## config.mk

```make
export PLATFORM = sky130hd
export DESIGN_NAME = roman_calendar_date_unit
export DESIGN_NICKNAME = d
export VERILOG_FILES = /design/src/sv/rcd_pkg.sv /design/src/sv/roman_calendar_date_unit.sv /design/src/sv/rcd_easter.sv
export SDC_FILE = /design/constraint.sdc
export NUM_CORES = 1
export LEC_CHECK = 0
export ABC_AREA = 1
export BUFFER_PORTS_ARGS = -buffer_cell sky130_fd_sc_hd__buf_4
export CORE_ASPECT_RATIO = 1.1
export CORE_MARGIN = 10
export CORE_UTILIZATION = 40
export DETAILED_ROUTE_END_ITERATION = 6
export PLACE_DENSITY = 0.63
export SETUP_SLACK_MARGIN = 0.02
export SLEW_MARGIN = 0
export SYNTH_ARGS = -nofsm -noshare
export SYNTH_HDL_FRONTEND = slang
export SYNTH_SLANG_ARGS = --single-unit
```

## constraint.sdc

```tcl
create_clock -name clk -period 19.2 [get_ports clk]
set_clock_uncertainty 0.2 [all_clocks]
set_input_delay 0 -clock clk [delete_from_list [all_inputs] [get_ports clk]]
set_output_delay 0 -clock clk [all_outputs]
set_load 0.05 [all_outputs]
```

## src/sv/rcd_pkg.sv

```systemverilog
// ----------------------------------------------------------------------------
// rcd_pkg - shared types and codes for the Roman calendar date unit
// Field widths, result codes, month names and the per-stage record that
// carries the calendar part of a date down the pipeline.
// ----------------------------------------------------------------------------
package rcd_pkg;

	localparam int unsigned DAY_W   = 5;
	localparam int unsigned MON_W   = 4;
	localparam int unsigned YEAR_W  = 14;
	localparam int unsigned CY_W    = 12;  // year width once range checked (<= 3999)
	localparam int unsigned EM_W    = 3;
	localparam int unsigned KIND_W  = 3;
	localparam int unsigned REF_W   = 2;
	localparam int unsigned HOL_W   = 2;

	localparam logic [YEAR_W-1:0] YEAR_MIN  = 14'd1;
	localparam logic [YEAR_W-1:0] YEAR_MAX  = 14'd3999;
	localparam logic [YEAR_W-1:0] GREG_LAST = 14'd1582;

	localparam logic [HOL_W-1:0] HOL_NONE   = 2'd0;
	localparam logic [HOL_W-1:0] HOL_EASTER = 2'd1;
	localparam logic [HOL_W-1:0] HOL_XMAS   = 2'd2;

	localparam logic [KIND_W-1:0] KIND_KAL    = 3'd0;
	localparam logic [KIND_W-1:0] KIND_NONES  = 3'd1;
	localparam logic [KIND_W-1:0] KIND_IDES   = 3'd2;
	localparam logic [KIND_W-1:0] KIND_PRIDIE = 3'd3;
	localparam logic [KIND_W-1:0] KIND_ANTE   = 3'd4;

	localparam logic [REF_W-1:0] REF_NONE  = 2'd0;
	localparam logic [REF_W-1:0] REF_NONES = 2'd1;
	localparam logic [REF_W-1:0] REF_IDES  = 2'd2;
	localparam logic [REF_W-1:0] REF_KAL   = 2'd3;

	localparam logic [MON_W-1:0] MON_JAN = 4'd0;
	localparam logic [MON_W-1:0] MON_FEB = 4'd1;
	localparam logic [MON_W-1:0] MON_MAR = 4'd2;
	localparam logic [MON_W-1:0] MON_APR = 4'd3;
	localparam logic [MON_W-1:0] MON_MAY = 4'd4;
	localparam logic [MON_W-1:0] MON_JUN = 4'd5;
	localparam logic [MON_W-1:0] MON_JUL = 4'd6;
	localparam logic [MON_W-1:0] MON_SEP = 4'd8;
	localparam logic [MON_W-1:0] MON_OCT = 4'd9;
	localparam logic [MON_W-1:0] MON_NOV = 4'd10;
	localparam logic [MON_W-1:0] MON_DEC = 4'd11;
	localparam logic [MON_W-1:0] MON_NUM = 4'd12;

	localparam logic [DAY_W-1:0] XMAS_DAY = 5'd25;

	localparam logic [EM_W-1:0] EM_MAR = 3'd3;
	localparam logic [EM_W-1:0] EM_APR = 3'd4;

	typedef struct packed {
		logic              ok;      // year in range
		logic              greg;    // year after the Gregorian switch
		logic [DAY_W-1:0]  day;     // day as given, for the holiday test
		logic [MON_W-1:0]  month;   // normalized month
		logic [KIND_W-1:0] kind;
		logic [REF_W-1:0]  refc;
		logic [MON_W-1:0]  rmonth;
		logic [DAY_W-1:0]  count;
	} cal_t;

endpackage

```

## src/sv/roman_calendar_date_unit.sv

```systemverilog
// ----------------------------------------------------------------------------
// roman_calendar_date_unit - Gregorian date to Roman calendar form
// A date taken at a clock edge passes stage registers s1 to s9 on its way to the result ports.
// Throughput: one date per cycle; busy stays low and the pipeline never stalls.
// The depth is set by the Easter computus chain of constant divisions.
// Reset clears only the valid bits of the stages; payload is not reset.
// ----------------------------------------------------------------------------
module roman_calendar_date_unit (
	input  logic                        clk,
	input  logic                        arst_n,
	input  logic                        start,
	output logic                        busy,
	input  logic [rcd_pkg::DAY_W-1:0]   day,
	input  logic [rcd_pkg::MON_W-1:0]   month,
	input  logic [rcd_pkg::YEAR_W-1:0]  year,
	output logic                        done,
	output logic                        valid_res,
	output logic [rcd_pkg::HOL_W-1:0]   holiday,
	output logic [rcd_pkg::KIND_W-1:0]  day_kind,
	output logic [rcd_pkg::REF_W-1:0]   reference,
	output logic [rcd_pkg::MON_W-1:0]   reference_month,
	output logic [rcd_pkg::DAY_W-1:0]   day_count,
	output logic [rcd_pkg::EM_W-1:0]    easter_month,
	output logic [rcd_pkg::DAY_W-1:0]   easter_day
);
	import rcd_pkg::*;

	localparam logic [11:0] RCP_25 = 12'd2621;  // 2^16 / 25, rounded down

	assign busy = 1'b0;

	// valid bits per stage
	logic vld_s1, vld_s2, vld_s3, vld_s4, vld_s5, vld_s6, vld_s7, vld_s8, vld_s9;

	always_ff @(posedge clk or negedge arst_n) begin
		if (!arst_n) begin
			vld_s1 <= 1'b0;
			vld_s2 <= 1'b0;
			vld_s3 <= 1'b0;
			vld_s4 <= 1'b0;
			vld_s5 <= 1'b0;
			vld_s6 <= 1'b0;
			vld_s7 <= 1'b0;
			vld_s8 <= 1'b0;
			vld_s9 <= 1'b0;
		end else begin
			vld_s1 <= start && !busy;
			vld_s2 <= vld_s1;
			vld_s3 <= vld_s2;
			vld_s4 <= vld_s3;
			vld_s5 <= vld_s4;
			vld_s6 <= vld_s5;
			vld_s7 <= vld_s6;
			vld_s8 <= vld_s7;
			vld_s9 <= vld_s8;
		end
	end

	// stage 1: range check, month wrap
	logic [DAY_W-1:0] day_s1;
	logic [MON_W-1:0] mon_s1;
	logic             ok_s1;
	logic             greg_s1;
	logic [CY_W-1:0]  y_s1;
	logic             ok_in;

	assign ok_in = (year >= YEAR_MIN) && (year <= YEAR_MAX);

	always_ff @(posedge clk) begin
		day_s1  <= day;
		mon_s1  <= (month >= MON_NUM) ? month - MON_NUM : month;
		ok_s1   <= ok_in;
		greg_s1 <= (year > GREG_LAST);
		y_s1    <= ok_in ? year[CY_W-1:0] : '0;
	end

	// stage 2: leap year; y / 100 equals (y / 4) / 25 when 4 divides y
	logic [9:0]  x25;
	logic [21:0] p25;
	logic [5:0]  q25a;
	logic [9:0]  r25a;
	logic        r25_hi;
	logic        r25_zero;
	logic [5:0]  q25;
	logic        leap2;

	always_comb begin
		x25      = y_s1[CY_W-1:2];
		p25      = 22'(x25) * 22'(RCP_25);
		q25a     = p25[21:16];
		r25a     = x25 - 10'(q25a) * 10'd25;
		r25_hi   = (r25a >= 10'd25);
		r25_zero = r25_hi ? (r25a == 10'd25) : (r25a == 10'd0);
		q25      = q25a + {5'd0, r25_hi};
		leap2    = (y_s1[1:0] == 2'd0) && (!r25_zero || (q25[1:0] == 2'd0));
	end

	logic [DAY_W-1:0] day_s2;
	logic [MON_W-1:0] mon_s2;
	logic             ok_s2;
	logic             greg_s2;
	logic             leap_s2;

	always_ff @(posedge clk) begin
		day_s2  <= day_s1;
		mon_s2  <= mon_s1;
		ok_s2   <= ok_s1;
		greg_s2 <= greg_s1;
		leap_s2 <= leap2;
	end

	// stage 3: Roman form of the date
	logic [DAY_W-1:0] dim;
	logic [DAY_W-1:0] dc;
	logic             long_nones;
	logic [DAY_W-1:0] nones;
	logic [DAY_W-1:0] ides;
	cal_t             cal3;

	always_comb begin
		unique case (mon_s2)
			MON_FEB:                         dim = leap_s2 ? 5'd29 : 5'd28;
			MON_APR, MON_JUN, MON_SEP, MON_NOV: dim = 5'd30;
			default:                         dim = 5'd31;
		endcase
		dc         = (day_s2 > dim) ? dim : day_s2;
		long_nones = (mon_s2 == MON_MAR) || (mon_s2 == MON_MAY) ||
		             (mon_s2 == MON_JUL) || (mon_s2 == MON_OCT);
		nones      = long_nones ? 5'd7 : 5'd5;
		ides       = long_nones ? 5'd15 : 5'd13;

		cal3.ok     = ok_s2;
		cal3.greg   = greg_s2;
		cal3.day    = day_s2;
		cal3.month  = mon_s2;
		cal3.kind   = KIND_KAL;
		cal3.refc   = REF_NONE;
		cal3.rmonth = mon_s2;
		cal3.count  = '0;

		priority if (dc == 5'd1) begin
			cal3.kind = KIND_KAL;
		end else if (dc < nones) begin
			cal3.count = nones - dc + 5'd1;
			cal3.refc  = REF_NONES;
		end else if (dc == nones) begin
			cal3.kind = KIND_NONES;
		end else if (dc < ides) begin
			cal3.count = ides - dc + 5'd1;
			cal3.refc  = REF_IDES;
		end else if (dc == ides) begin
			cal3.kind = KIND_IDES;
		end else begin
			cal3.count  = dim - dc + 5'd2;
			cal3.refc   = REF_KAL;
			cal3.rmonth = (mon_s2 == MON_DEC) ? MON_JAN : mon_s2 + 4'd1;
		end

		if (cal3.refc != REF_NONE) begin
			cal3.kind = (cal3.count == 5'd2) ? KIND_PRIDIE : KIND_ANTE;
		end
	end

	// calendar record waits for the computus
	cal_t cal_s3, cal_s4, cal_s5, cal_s6, cal_s7, cal_s8;

	always_ff @(posedge clk) begin
		cal_s3 <= cal3;
		cal_s4 <= cal_s3;
		cal_s5 <= cal_s4;
		cal_s6 <= cal_s5;
		cal_s7 <= cal_s6;
		cal_s8 <= cal_s7;
	end

	logic [EM_W-1:0]  em_s8;
	logic [DAY_W-1:0] ed_s8;

	rcd_easter u_easter (
		.clk (clk),
		.y   (y_s1),
		.em  (em_s8),
		.ed  (ed_s8)
	);

	// stage 9: holiday and output register; out-of-range years read as zero
	logic [HOL_W-1:0] hol8;

	always_comb begin
		priority if (cal_s8.greg && (cal_s8.day == ed_s8) &&
		             (cal_s8.month + 4'd1 == {1'b0, em_s8})) begin
			hol8 = HOL_EASTER;
		end else if ((cal_s8.day == XMAS_DAY) && (cal_s8.month == MON_DEC)) begin
			hol8 = HOL_XMAS;
		end else begin
			hol8 = HOL_NONE;
		end
	end

	logic             ok_s9;
	logic [HOL_W-1:0] hol_s9;
	logic [KIND_W-1:0] kind_s9;
	logic [REF_W-1:0] refc_s9;
	logic [MON_W-1:0] rmon_s9;
	logic [DAY_W-1:0] count_s9;
	logic [EM_W-1:0]  em_s9;
	logic [DAY_W-1:0] ed_s9;

	always_ff @(posedge clk) begin
		ok_s9 <= cal_s8.ok;
		if (cal_s8.ok) begin
			hol_s9   <= hol8;
			kind_s9  <= cal_s8.kind;
			refc_s9  <= cal_s8.refc;
			rmon_s9  <= cal_s8.rmonth;
			count_s9 <= cal_s8.count;
			em_s9    <= em_s8;
			ed_s9    <= ed_s8;
		end else begin
			hol_s9   <= HOL_NONE;
			kind_s9  <= KIND_KAL;
			refc_s9  <= REF_NONE;
			rmon_s9  <= MON_JAN;
			count_s9 <= '0;
			em_s9    <= '0;
			ed_s9    <= '0;
		end
	end

	assign done            = vld_s9;
	assign valid_res       = ok_s9;
	assign holiday         = hol_s9;
	assign day_kind        = kind_s9;
	assign reference       = refc_s9;
	assign reference_month = rmon_s9;
	assign day_count       = count_s9;
	assign easter_month    = em_s9;
	assign easter_day      = ed_s9;

	// Easter always falls between March 22 and April 25
	a_easter_window: assert property (@(posedge clk) disable iff (!arst_n)
		done && valid_res |->
			((easter_month == EM_MAR) && (easter_day >= 5'd22)) ||
			((easter_month == EM_APR) && (easter_day <= 5'd25)))
		else $error("easter date outside March 22 .. April 25");

	a_invalid_zero: assert property (@(posedge clk) disable iff (!arst_n)
		done && !valid_res |->
			(holiday == HOL_NONE) && (day_kind == KIND_KAL) && (reference == REF_NONE) &&
			(reference_month == MON_JAN) && (day_count == 5'd0) &&
			(easter_month == 3'd0) && (easter_day == 5'd0))
		else $error("out-of-range year with nonzero result fields");

	a_counted_kind: assert property (@(posedge clk) disable iff (!arst_n)
		done && valid_res && (reference != REF_NONE) |->
			(day_count >= 5'd2) &&
			((day_kind == KIND_PRIDIE) == (day_count == 5'd2)) &&
			((day_kind == KIND_PRIDIE) || (day_kind == KIND_ANTE)))
		else $error("counted day with inconsistent kind or count");

	a_named_day: assert property (@(posedge clk) disable iff (!arst_n)
		done && valid_res && (reference == REF_NONE) |->
			(day_count == 5'd0) && (day_kind != KIND_PRIDIE) && (day_kind != KIND_ANTE))
		else $error("kalends, nones or ides day carries a count");

	a_easter_greg: assert property (@(posedge clk) disable iff (!arst_n)
		done && (holiday == HOL_EASTER) |-> valid_res && (reference_month != MON_DEC))
		else $error("easter holiday flagged outside a valid spring date");

endmodule

```

## src/sv/rcd_easter.sv

```systemverilog
// ----------------------------------------------------------------------------
// rcd_easter - Gregorian Easter computus pipeline
// Seven register stages from year to Easter month and day. Each division
// by 100, 19, 3, 30 or 7 is a reciprocal multiply that underestimates by
// less than one, followed by a single compare-and-subtract correction.
// ----------------------------------------------------------------------------
module rcd_easter (
	input  logic                      clk,
	input  logic [rcd_pkg::CY_W-1:0]  y,
	output logic [rcd_pkg::EM_W-1:0]  em,
	output logic [rcd_pkg::DAY_W-1:0] ed
);
	import rcd_pkg::*;

	localparam logic [9:0]  RCP_100 = 10'd655;    // 2^16 / 100, rounded down
	localparam logic [11:0] RCP_19  = 12'd3449;   // 2^16 / 19, rounded down
	localparam logic [4:0]  RCP_3   = 5'd21;      // 2^6 / 3, rounded down
	localparam logic [4:0]  RCP_30  = 5'd17;      // 2^9 / 30, rounded down
	localparam logic [3:0]  RCP_7   = 4'd9;       // 2^6 / 7, rounded down
	localparam logic [8:0]  M_LIM   = 9'd451;
	localparam logic [7:0]  S_OFS   = 8'd114;
	localparam logic [7:0]  S_APR   = 8'd124;     // 4 * 31
	localparam logic [7:0]  S_MAR   = 8'd93;      // 3 * 31

	// stage 2: a = y mod 19, b = y / 100, c = y mod 100
	logic [21:0] p100;
	logic [5:0]  bq0;
	logic [11:0] br0;
	logic [23:0] p19;
	logic [7:0]  aq0;
	logic [11:0] ar0;
	logic [4:0]  a_s2;
	logic [5:0]  b_s2;
	logic [6:0]  c_s2;

	always_comb begin
		p100 = 22'(y) * 22'(RCP_100);
		bq0  = p100[21:16];
		br0  = y - 12'(bq0) * 12'd100;
		p19  = 24'(y) * 24'(RCP_19);
		aq0  = p19[23:16];
		ar0  = y - 12'(aq0) * 12'd19;
	end

	always_ff @(posedge clk) begin
		if (br0 >= 12'd100) begin
			b_s2 <= bq0 + 6'd1;
			c_s2 <= 7'(br0 - 12'd100);
		end else begin
			b_s2 <= bq0;
			c_s2 <= 7'(br0);
		end
		a_s2 <= (ar0 >= 12'd19) ? 5'(ar0 - 12'd19) : 5'(ar0);
	end

	// stage 3: d, e, g, i, k
	logic       f3;
	logic [5:0] gx;
	logic [10:0] gp;
	logic [3:0] gq0;
	logic [5:0] gr0;
	logic [3:0] d_s3;
	logic [1:0] e_s3;
	logic [3:0] g_s3;
	logic [4:0] i_s3;
	logic [1:0] k_s3;
	logic [4:0] a_s3;
	logic [5:0] b_s3;

	always_comb begin
		f3  = (b_s2 >= 6'd17);  // (b + 8) / 25 is 0 or 1 over the year range
		gx  = b_s2 - {5'd0, f3} + 6'd1;
		gp  = 11'(gx) * 11'(RCP_3);
		gq0 = gp[9:6];
		gr0 = gx - 6'(gq0) * 6'd3;
	end

	always_ff @(posedge clk) begin
		g_s3 <= (gr0 >= 6'd3) ? gq0 + 4'd1 : gq0;
		d_s3 <= b_s2[5:2];
		e_s3 <= b_s2[1:0];
		i_s3 <= c_s2[6:2];
		k_s3 <= c_s2[1:0];
		a_s3 <= a_s2;
		b_s3 <= b_s2;
	end

	// stage 4: h before the mod 30
	logic [8:0] hv_s4;
	logic [4:0] a_s4;
	logic [1:0] e_s4;
	logic [4:0] i_s4;
	logic [1:0] k_s4;

	always_ff @(posedge clk) begin
		hv_s4 <= 9'(a_s3) * 9'd19 + 9'(b_s3) + 9'd15 - 9'(d_s3) - 9'(g_s3);
		a_s4  <= a_s3;
		e_s4  <= e_s3;
		i_s4  <= i_s3;
		k_s4  <= k_s3;
	end

	// stage 5: h = hv mod 30
	logic [13:0] hp;
	logic [4:0]  hq0;
	logic [8:0]  hr0;
	logic [4:0]  h_s5;
	logic [4:0]  a_s5;
	logic [1:0]  e_s5;
	logic [4:0]  i_s5;
	logic [1:0]  k_s5;

	always_comb begin
		hp  = 14'(hv_s4) * 14'(RCP_30);
		hq0 = hp[13:9];
		hr0 = hv_s4 - 9'(hq0) * 9'd30;
	end

	always_ff @(posedge clk) begin
		h_s5 <= (hr0 >= 9'd30) ? 5'(hr0 - 9'd30) : 5'(hr0);
		a_s5 <= a_s4;
		e_s5 <= e_s4;
		i_s5 <= i_s4;
		k_s5 <= k_s4;
	end

	// stage 6: l = (32 + 2e + 2i - h - k) mod 7
	logic [6:0] lv;
	logic [9:0] lp;
	logic [3:0] lq0;
	logic [6:0] lr0;
	logic [2:0] l_s6;
	logic [4:0] h_s6;
	logic [4:0] a_s6;

	always_comb begin
		lv  = 7'd32 + {4'd0, e_s5, 1'b0} + {1'b0, i_s5, 1'b0} - 7'(h_s5) - 7'(k_s5);
		lp  = 10'(lv) * 10'(RCP_7);
		lq0 = lp[9:6];
		lr0 = lv - 7'(lq0) * 7'd7;
	end

	always_ff @(posedge clk) begin
		l_s6 <= (lr0 >= 7'd7) ? 3'(lr0 - 7'd7) : 3'(lr0);
		h_s6 <= h_s5;
		a_s6 <= a_s5;
	end

	// stage 7: m and s
	logic [8:0] mv;
	logic       m7;
	logic [7:0] s_s7;

	always_comb begin
		mv = 9'(a_s6) + 9'(h_s6) * 9'd11 + 9'(l_s6) * 9'd22;
		m7 = (mv >= M_LIM);  // quotient by 451 is 0 or 1
	end

	always_ff @(posedge clk) begin
		s_s7 <= 8'(h_s6) + 8'(l_s6) + S_OFS - (m7 ? 8'd7 : 8'd0);
	end

	// stage 8: month and day, s is always in 93..154
	logic       apr8;
	logic [7:0] ed8;

	always_comb begin
		apr8 = (s_s7 >= S_APR);
		ed8  = s_s7 - (apr8 ? S_APR : S_MAR) + 8'd1;
	end

	always_ff @(posedge clk) begin
		em <= apr8 ? EM_APR : EM_MAR;
		ed <= ed8[DAY_W-1:0];
	end

endmodule
```

# ---- After elaboration in Yosys (flattened, before gate mapping)
# Cells that the tools add are included.
dict set report word_totals {
  rom_bits 0
  input_bits 26
  n_memories 0
  latchBits 0
  ram_bits 0
  out_inout_bits 27
  regBits 336
}
dict set report classes {
  div_mod_pow 0
  shift 0
  n_addsub 39
  mux 35
  n_eq_ne 19
  reduce_logical 16
  n_bitwise 1
  magnitude_cmp 16
  n_mul 15
}
# operator count
set op_table {}
lappend op_table {{2-to-1 mux 11 bit} 3}
lappend op_table {{multiplier 6 x 5 -> 10 bit (second input constant)} 3}
lappend op_table {{2-to-1 mux 5 bit} 5}
lappend op_table {{multiplier 12 x 12 -> 24 bit (second input constant)} 1}
lappend op_table {{subtractor 12 bit} 2}
lappend op_table {{multiplier 10 x 12 -> 22 bit (second input constant)} 1}
lappend op_table {{multiplier 12 x 10 -> 22 bit (second input constant)} 1}
lappend op_table {{equality test 4 bit (second input constant)} 5}
lappend op_table {{2-to-1 mux 4 bit} 5}
lappend op_table {{2-to-1 mux 2 bit} 9}
lappend op_table {{2-to-1 mux 3 bit} 6}
lappend op_table {{subtractor 9 x 4 -> 9 bit} 2}
lappend op_table {{adder 5 x 1 -> 5 bit (second input constant)} 3}
lappend op_table {{>= comparator 14 x 1 -> 1 bit (second input constant)} 1}
lappend op_table {{greater-than comparator 14 x 11 -> 1 bit (second input constant)} 1}
lappend op_table {{<= comparator 14 x 12 -> 1 bit (second input constant)} 1}
lappend op_table {{multiplier 9 x 5 -> 14 bit (second input constant)} 1}
lappend op_table {{adder 4 x 1 -> 4 bit (second input constant)} 3}
lappend op_table {{adder 6 x 1 -> 6 bit (second input constant)} 2}
lappend op_table {{equality test 4 x 3 -> 1 bit (second input constant)} 3}
lappend op_table {{>= comparator 12 x 5 -> 1 bit (second input constant)} 1}
lappend op_table {{>= comparator 12 x 7 -> 1 bit (second input constant)} 1}
lappend op_table {{multiplier 8 x 5 -> 12 bit (second input constant)} 1}
lappend op_table {{equality test 10 x 5 -> 1 bit (second input constant)} 1}
lappend op_table {{other kinds (65)} 79}

# ---- Logic depth before layout (Yosys ltp)
# Gate-level depths: netlist of the first run.
dict set report logic_depth {
  word_depth 15
  ltp_mapped 45
  depth_no_buf 45
}

# ---- Hierarchy
# Synthesis of the first run repeated with hierarchy kept, for this count alone.
dict set report hier_totals {
  cells_unflattened 2561
  area_unflattened_um2 23527.6
}
# mod area_per_inst_um2 seq_area_each_um2 cells_each instances
set by_module_without_submodules {}
lappend by_module_without_submodules {rcd_easter 14543.9 2202.1 1694 1}
lappend by_module_without_submodules {roman_calendar_date_unit 8983.6 4429.2 867 1}

# ---- Worst setup path after synthesis of the first run
# Ideal clock, no wire load.
dict set report synth_path {
  kind {register to register}
  start {register y_s1[11]}
  end {register leap_s2}
  path_stages_with_launch 41
  arrival_time_ns 8.265
  path_slack_ns 10.679
  n_path_buf 0
  cell_sequence {dfxtp_1 > fa_1 > fa_1 > fa_1 > inv_1 > fa_1 > inv_1 > fa_1 > ha_1 > nand2_1 > inv_1 > nand2_1 > nand2_1 > a21oi_1 > nand2_1 > nand2_1 > nand2_1 > a21o_1 > [5 not listed] > inv_1 > ha_1 > inv_1 > o21bai_1 > a21oi_1 > nor2_1 > a211oi_1 > nand3_1 > nand2_1 > nand2_1 > nor2_1 > o211ai_1 > ha_1 > xor2_1 > or2_2 > nand3_1 > nand2_1 > inv_1}
}
dict set report synth_between {
  elab_chain_cells 8
}
# item line
set synth_rtl {}
lappend synth_rtl {{from (decl)} roman_calendar_date_unit.sv:64} ;# logic [CY_W-1:0] y_s1;
lappend synth_rtl {{from (signal assigned)} roman_calendar_date_unit.sv:74} ;# y_s1 <= ok_in ? year[CY_W-1:0] : '0;
lappend synth_rtl {{multiplier 10 x 12 -> 22 bit} roman_calendar_date_unit.sv:89} ;# p25 = 22'(x25) * 22'(RCP_25);
lappend synth_rtl {{multiplier 6 x 5 -> 10 bit} roman_calendar_date_unit.sv:91} ;# r25a = x25 - 10'(q25a) * 10'd25;
lappend synth_rtl {{subtractor 10 bit} roman_calendar_date_unit.sv:91}
lappend synth_rtl {{>= comparator 10 x 5 -> 1 bit, or another cell as far along} roman_calendar_date_unit.sv:92} ;# r25_hi = (r25a >= 10'd25);
lappend synth_rtl {{adder 2 x 1 -> 2 bit / 2-to-1 mux 1 bit (equally long branches)} {roman_calendar_date_unit.sv:94, roman_calendar_date_unit.sv:93}}
lappend synth_rtl {{zero test 2 bit / zero test 1 bit (equally long branches)} roman_calendar_date_unit.sv:95} ;# leap2 = (y_s1[1:0] == 2'd0) && (!r25_zero || (q25[1:0] == 2'd0));
lappend synth_rtl {{logical OR 1 bit *} roman_calendar_date_unit.sv:95}
lappend synth_rtl {{logical AND 1 bit *} roman_calendar_date_unit.sv:95}
lappend synth_rtl {{named net leap2} roman_calendar_date_unit.sv:85} ;# logic leap2;
lappend synth_rtl {{to (signal assigned)} roman_calendar_date_unit.sv:109} ;# leap_s2 <= leap2;
lappend synth_rtl {{to (decl)} roman_calendar_date_unit.sv:102} ;# logic leap_s2;
# The timed path passes the listed nets; every way through them passes the cells marked *.
# A chain may end at the register's enable or synchronous reset.

# ---- Worst setup path after layout of the first run
# Ends and elaborated chain as after synthesis.

==> parameters.txt, run 1 <==
Parameter                              Value

Cells and area
  Proportion of layout cells with a drive suffix above 1 ... 6.383%
  Register area ... 6611 µm²
  Fillers ... 5,297
  Number of nets in the final layout ... 3,209
  Total area of multi-input combinational cells ... 13,950 µm²
  Area delta synth->final ... 12.97%

Drt
  Met1 wire length ... 19,290 µm
  Max layer used ... met4
  Remaining design rule violation count ... 0
  Number of DRC markers in iteration 0 ... 526
  Routed len/inst ... 13.44 µm
  Drt first pass iters ... 7
  Final ANT Viol Nets ... 0
  DR WL met2 ... 23,050 µm
  Total via count in the routed design ... 15,500
  Met3 layer wire length in the routed design ... 1211 µm
  Via-per-instance ratio ... 4.645
  Routed WL ... 44,850 µm

Timing
  Portion of the clock cycle consumed by the worst path in the final layout ... 49.06%
  RSZ-0062 raised after global routing ... no
  Relative slew slack ... 44.45%
  Final critical path time including I/O delays and setup ... 9.420 ns
  Final hold vios ... 0
  Measured slew at the worst slew-check pin ... 0.8321 ns
  Fmax ... 106.2 MHz
  Setup TNS after final layout ... 0 ns
  Hold Worst Slack ... 0.04228 ns
  Number of max-slew violations in the final report ... 0
  Setup-failing EPs final ... 0

Floorplan
  Core Footprint ... 56,130 µm²
  Die extent in y ... 270.0 µm
  Die width ... 247.3 µm
  Die Footprint ... 66,760 µm²
  Floorplan row count ... 91
  Starting density of the core ... 40.48%
  Number of top-level design ports ... 53

Setup path
  Worst Path Max Fanout ... 13
  Data required time at the worst endpoint ... 19.51 ns
  Slowest stage delay, CP ... 0.84 ns
  Worst Path Class, Setup ... flip-flop to flip-flop
  Register-to-register path setup slack ... 9.78 ns
  Startpoint kind of the worst setup timing path ... flip-flop
  Endpoint of the most critical register-to-register path ... leap_s2
  Critical path's most frequent cell ... nand2_1
  Startpoint of the lowest-slack register-to-register path ... y_s1[11]
  Cell count of the worst reg-to-reg path ... 40
  Capture point of the critical path ... leap_s2
  Crit path launch ... y_s1[11]
  Arrival time of the worst setup path ... 9.73 ns
  Slowest stage cell on the critical path ... dfxtp_1
  Sort of element at the end of the critical path ... flip-flop

Placed design
  Final weighted congestion in routability-driven placement ... 0.9662
  Port buffer count ... 51
  Half-perimeter wire length of the detailed placement result ... 36,860 µm

Clock tree
  Number of clock sinks seen by CTS ... 328
  Clock-pin slew on the worst setup and hold paths ... 0.06 ns
  Resized Gates After CTS ... 0
  Number of buffers on the longest clock path ... 3
  Clock buffers created by TritonCTS ... 31
  CTS root buffer ... clkbuf_16
  Clock insertion delay at the later pin of the skew report ... 0.57 ns
  Clock tree from TritonCTS ... built
  Maximum level of the CTS H-tree ... 1
  Quantity of hold-fixing buffers added after cts ... 53
  Total setup buffers inserted after CTS ... 0

Hold path
  Worst min-delay path startpoint ... month[3]
  Hold WC Path Type ... primary input to flip-flop

Yosys
  Warnings, synthesis ... 0
  Yosys top cell by area ... dfxtp_1
  Number of enable flip-flop cells after synthesis ... 0
  Post-synth top area share ... 28.10%
  Most common flop cell mapped by yosys ... dfxtp_1
  Synth async-reset ratio ... 2.744%
  Leading post-synthesis cells by cell area ... dfxtp_1 (28%), ha_1 (25%), fa_1 (14%)
  Synthesized net count ... 3,076
  Cell area after synthesis ... 22,720 µm²
  Sequential-to-total area share from yosys stat ... 29.09%
  Cell count after synthesis ... 2,429
  Library cells used by synthesis ... 62
  Synthesized area per cell ... 9.355 µm²
  Yosys reg bits ... 328

Global routing
  Pin count of the biggest net entering global routing ... 25
  Initial antenna violation count ... 5
  Remaining Overflow, GRT ... 0
  Overall global routing resource usage ... 13.51%
  First-pass GRT wire length ... 75,560 µm
  Via count of the first global-routing pass ... 15,910

Outcome
  Run status ... finished clean

Run
  Total of max-cap violations ... 0
==> worst max-delay path: cells and delay by family, from the launching register on <==
family | cells | cell delay, ns
xor+xnor | 2 | 0.46
fa+ha+maj | 11 | 4.87
compound gates | 7 | 1.24
simple gates | 14 | 1.37
flops | 1 | 0.84
buf+inv | 6 | 0.33
==> Yosys cell counts (all sizes together), types with 21 or more instances <==
master / count
inv: 556
nand2: 316
nand4: 21
xnor2: 53
dfxtp: 319
a21oi: 100
xor2: 78
ha: 458
nor2: 101
o21ai: 57
fa: 163
nand3: 84
==> cell usage in the layout, fill, tap and decap left out, types with 53 or more instances in the layout <==
cell type	n
a21oi_1	97
buf_4	56
dfxtp_1	319
dlygate4sd3_1	53
fa_1	163
ha_1	458
inv_1	551
nand2_1	303
nand3_1	80
nor2_1	94
xnor2_1	53
xor2_1	78
==> cell families after synthesis <==
group | synth area share (%)
simple gates | 10.81
fa+ha+maj | 39.58
buf+inv | 9.520
flops | 29.09
xor+xnor | 5.049
other cells | 0.01650
compound gates | 5.936
==> flip-flops by register name (all words and copies together) (netlist names), 6 cells and up <==
register / flops
cal_s3: 25
cal_s8: 25
y_s1: 12
u_easter.hv_s4: 9
u_easter.s_s7: 8
cal_s6: 25
cal_s5: 25
u_easter.b_s2: 6
cal_s4: 25
cal_s7: 25
u_easter.c_s2: 7
==> routing by layer <==
layer  GRT usage (%)  vias to the layer above
met3           1.375                       79
met4           4.591                        0
li1                -                     7922
met5               0                        -
met1           15.97                     7302
met2           24.76                      193
==> area by class of cell <==
class	instances	share of cell area, %
Antenna cell	7	0.06824
Sequential cell	328	25.75
Clock buffer	39	3.373
Multi-Input combinational cell	1535	54.34
Inverter	557	8.154
Tap cell	744	3.626
Clock inverter	17	0.9797
Timing Repair Buffer	109	3.704
==> through the flow <==
step | cells | worst slack (ns) | utilization [%] | cell area (µm²)
after floorplan | 2429 | 10.68 | - | 22720
after global placement | 3220 | 9.960 | 42.77 | 24010
after detailed placement | 3220 | 9.716 | 42.77 | 24010
after CTS | 3329 | 9.726 | 45.70 | 25650
after global routing | 3334 | 9.138 | 45.72 | 25670
final | 3336 | 9.780 | 45.73 | 25670
==> worst min-delay path by stage <==
stage,endpoint,slack (ns),cells after the start
2_1_floorplan,done,-0.50,0
3_3_place_gp,done,-0.38,1
3_5_place_dp,vld_s8,-0.37,1
4_1_cts,mon_s1[3],0.01,4
5_1_grt,mon_s1[3],0.04,4
6_report,mon_s1[3],0.04,4
Power of run 1 is left out: the tool's default activity adds up to more than one toggle a clock period on the data nets, which glitch-free logic cannot reach.
==> run 2: changes to the inputs <==
Settings changed: ABC_AREA 1 to 0.
Clock period 19.2 ns to 9.45 ns, I/O delays scaled along.
==> parameters.txt, run 2 <==
Parameter                              Value

Outcome
  Run status ... finished clean

Yosys
  Synthesized net count ... 2,750
  Adder and majority gate portion of the synthesized area ... 40.58%
  Yosys top cell by area ... dfxtp_1
  Synth Area in XOR/XNOR ... 6.034%
  Cell count after synthesis ... 2,103
  Leading post-synthesis cells by cell area ... dfxtp_1 (29%), ha_1 (26%), fa_1 (15%)
  Main combinational cell family by area after synthesis ... adder cells
  List of most frequent post-synthesis cells ... ha_1 (458), inv_1 (412), dfxtp_1 (319), fa_1 (163), xnor2_1 (96)
  Share of synthesized area spent on multiplexers ... 0.7395%
  Share of synthesized cell area in and, or, nand and nor gates ... 7.113%
  Compound-cell area share of the yosys netlist ... 8.371%
  Post-synth top area share ... 28.81%
  Number of enable flip-flop cells after synthesis ... 0
  Cell area after synthesis ... 22,170 µm²
  Most common flop cell mapped by yosys ... dfxtp_1
  Sequential-to-total area share from yosys stat ... 29.83%
  Synth async-reset ratio ... 2.744%
  Synthesized area per cell ... 10.54 µm²
  Warnings, synthesis ... 0
  Yosys reg bits ... 328
  Dominant cell by count in the synthesized netlist ... ha_1
  Library cells used by synthesis ... 86

Timing
  Measured slew at the worst slew-check pin ... 0.8843 ns
  Fmax ... 109.9 MHz
  Relative slew slack ... 40.77%
  Number of max-slew violations in the final report ... 0
  RSZ-0062 raised after global routing ... yes
  Final critical path time including I/O delays and setup ... 9.101 ns
  Setup-failing EPs final ... 0
  Final hold vios ... 0
  Portion of the clock cycle consumed by the worst path in the final layout ... 96.31%

Floorplan
  Floorplan row count ... 90
  Die extent in y ... 266.9 µm
  Core Footprint ... 54,840 µm²
  Die Footprint ... 65,240 µm²
  Starting density of the core ... 40.42%
  Die width ... 244.4 µm
  Number of top-level design ports ... 53

Drt
  Via-per-instance ratio ... 4.726
  Remaining design rule violation count ... 0
  Final ANT Viol Nets ... 0
  Drt first pass iters ... 4
  Number of DRC markers in iteration 0 ... 493
  Routed WL ... 42,810 µm
  Total via count in the routed design ... 14,330
  Routed len/inst ... 14.12 µm

Setup path
  Cell count of the worst reg-to-reg path ... 31
  Startpoint of the lowest-slack register-to-register path ... y_s1[9]
  Startpoint kind of the worst setup timing path ... flip-flop
  Arrival time of the worst setup path ... 9.37 ns
  Register-to-register path setup slack ... 0.35 ns
  Sort of element at the end of the critical path ... flip-flop
  Worst Path Class, Setup ... flip-flop to flip-flop
  Slowest stage cell on the critical path ... fa_1
  Slowest stage delay, CP ... 0.60 ns
  Critical path's most frequent cell ... fa_1
  Endpoint of the most critical register-to-register path ... leap_s2
  Worst Path Max Fanout ... 6
  Data required time at the worst endpoint ... 9.72 ns
  Largest delay share family, worst path ... adder cells
  Number of buffer and inverter stages on the critical path ... 3

Clock tree
  Clock-pin slew on the worst setup and hold paths ... 0.07 ns
  CTS root buffer ... clkbuf_16
  Clock insertion delay at the later pin of the skew report ... 0.57 ns
  Clock buffers created by TritonCTS ... 31
  Clock tree from TritonCTS ... built
  Maximum level of the CTS H-tree ... 1
  Number of clock sinks seen by CTS ... 328
  Number of buffers on the longest clock path ... 3

Placed design
  Port buffer count ... 51
  Half-perimeter wire length of the detailed placement result ... 35,080 µm
  Final weighted congestion in routability-driven placement ... 0.9127

Cells and area
  Final standard cell utilization of the core ... 46.28%
  Most common cell after layout, fill and taps aside ... ha_1
  Area delta synth->final ... 14.50%
  Number of nets in the final layout ... 2,916
  Proportion of layout cells with a drive suffix above 1 ... 8.544%
  Top library cells by usage in the layout, fill and taps aside ... ha_1 (456), inv_1 (412), dfxtp_1 (316), fa_1 (163), xnor2_1 (96)

Hold path
  Hold WC Path Type ... flip-flop to flip-flop
  Endpoint, Worst Hold ... cal_s4[0]
  Worst min-delay path startpoint ... cal_s3[0]
  Number of cells on the worst hold path ... 0

Global routing
  Initial antenna violation count ... 1
  Overall global routing resource usage ... 13.35%
  First-pass GRT wire length ... 72,950 µm
  Pin count of the biggest net entering global routing ... 25
  Via count of the first global-routing pass ... 15,430
  Remaining Overflow, GRT ... 0

Run
  Total of max-cap violations ... 0
## run 2: cell count changes in the layout (fill, tap and decap cells not counted), sizes merged, moves of 13 or more
| cell | delta |
|---|---|
| nand2b | +15 |
| xnor2 | +43 |
| nor2b | +25 |
| nand2 | -255 |
| a21o | +27 |
| nand3 | -67 |
| buf | +35 |
| a21oi | -25 |
| nand4 | -13 |
| and2 | +39 |
| nor2 | -41 |
| xor2 | -29 |
| inv | -142 |
## run 2: worst max-delay path by stage
stage            start               end  cells after the start
6_report       y_s1[9]           leap_s2                     31
5_1_grt        y_s1[7]  u_easter.a_s2[1]                     36
4_1_cts        y_s1[6]  u_easter.a_s2[1]                     34
3_5_place_dp   y_s1[9]           leap_s2                     32
3_3_place_gp   y_s1[9]           leap_s2                     32
2_1_floorplan  y_s1[6]  u_easter.a_s2[1]                     33
## run 2: cell families after synthesis
| logic type | Yosys count |
|---|---|
| simple gates | 293 |
| flops | 328 |
| other cells | 1 |
| buf+inv | 425 |
| mux | 15 |
| xor+xnor | 148 |
| fa+ha+maj | 621 |
| compound gates | 272 |
## run 2: area by class of cell
cell class / count / area [µm²]
clock buffers: 40 / 879.6
flip-flops and latches: 328 / 6615
clock inverters: 18 / 167.7
multi-input cells: 1350 / 14010
inverters: 412 / 1546
well taps: 736 / 920.9
fillers: 4994 / 29460
diodes: 2 / 5.005
repair buffers: 146 / 1237
## run 2: metal layers
| metal | GRT usage (%) | vias to the layer above | share of wire (%) |
|---|---|---|---|
| met3 | 1.650 | 84 | 2.8 |
| met5 | 0 | - | 0 |
| met4 | 4.887 | 0 | 3.2 |
| met2 | 24.69 | 180 | 52 |
| met1 | 15.47 | 6845 | 42 |
| li1 | - | 7219 | - |
## run 2: what timing repair did
item,4_1_cts,5_1_grt
endpoints found under the hold margin,33,0
endpoints found under the setup margin,1,6
resized for setup,2,24
pin swaps,0,6
hold buffers,55,0
setup buffers,0,2
## run 2: stage by stage
stage          instance area, µm²  cells  setup WS (ns)  hold WS (ns)  setup TNS, ns
2_1_floorplan               22170   2103         0.4244       -0.4956              0
4_1_cts                     25280   3028        0.07923        0.1239              0
6_report                    25380   3032         0.3487        0.1202              0
3_3_place_gp                23680   2915         0.2781       -0.3811              0
3_5_place_dp                23680   2915       -0.04844       -0.3726       -0.04844
5_1_grt                     25380   3031      -0.008022        0.1277      -0.008022
Power of run 2 is left out for the same reason.
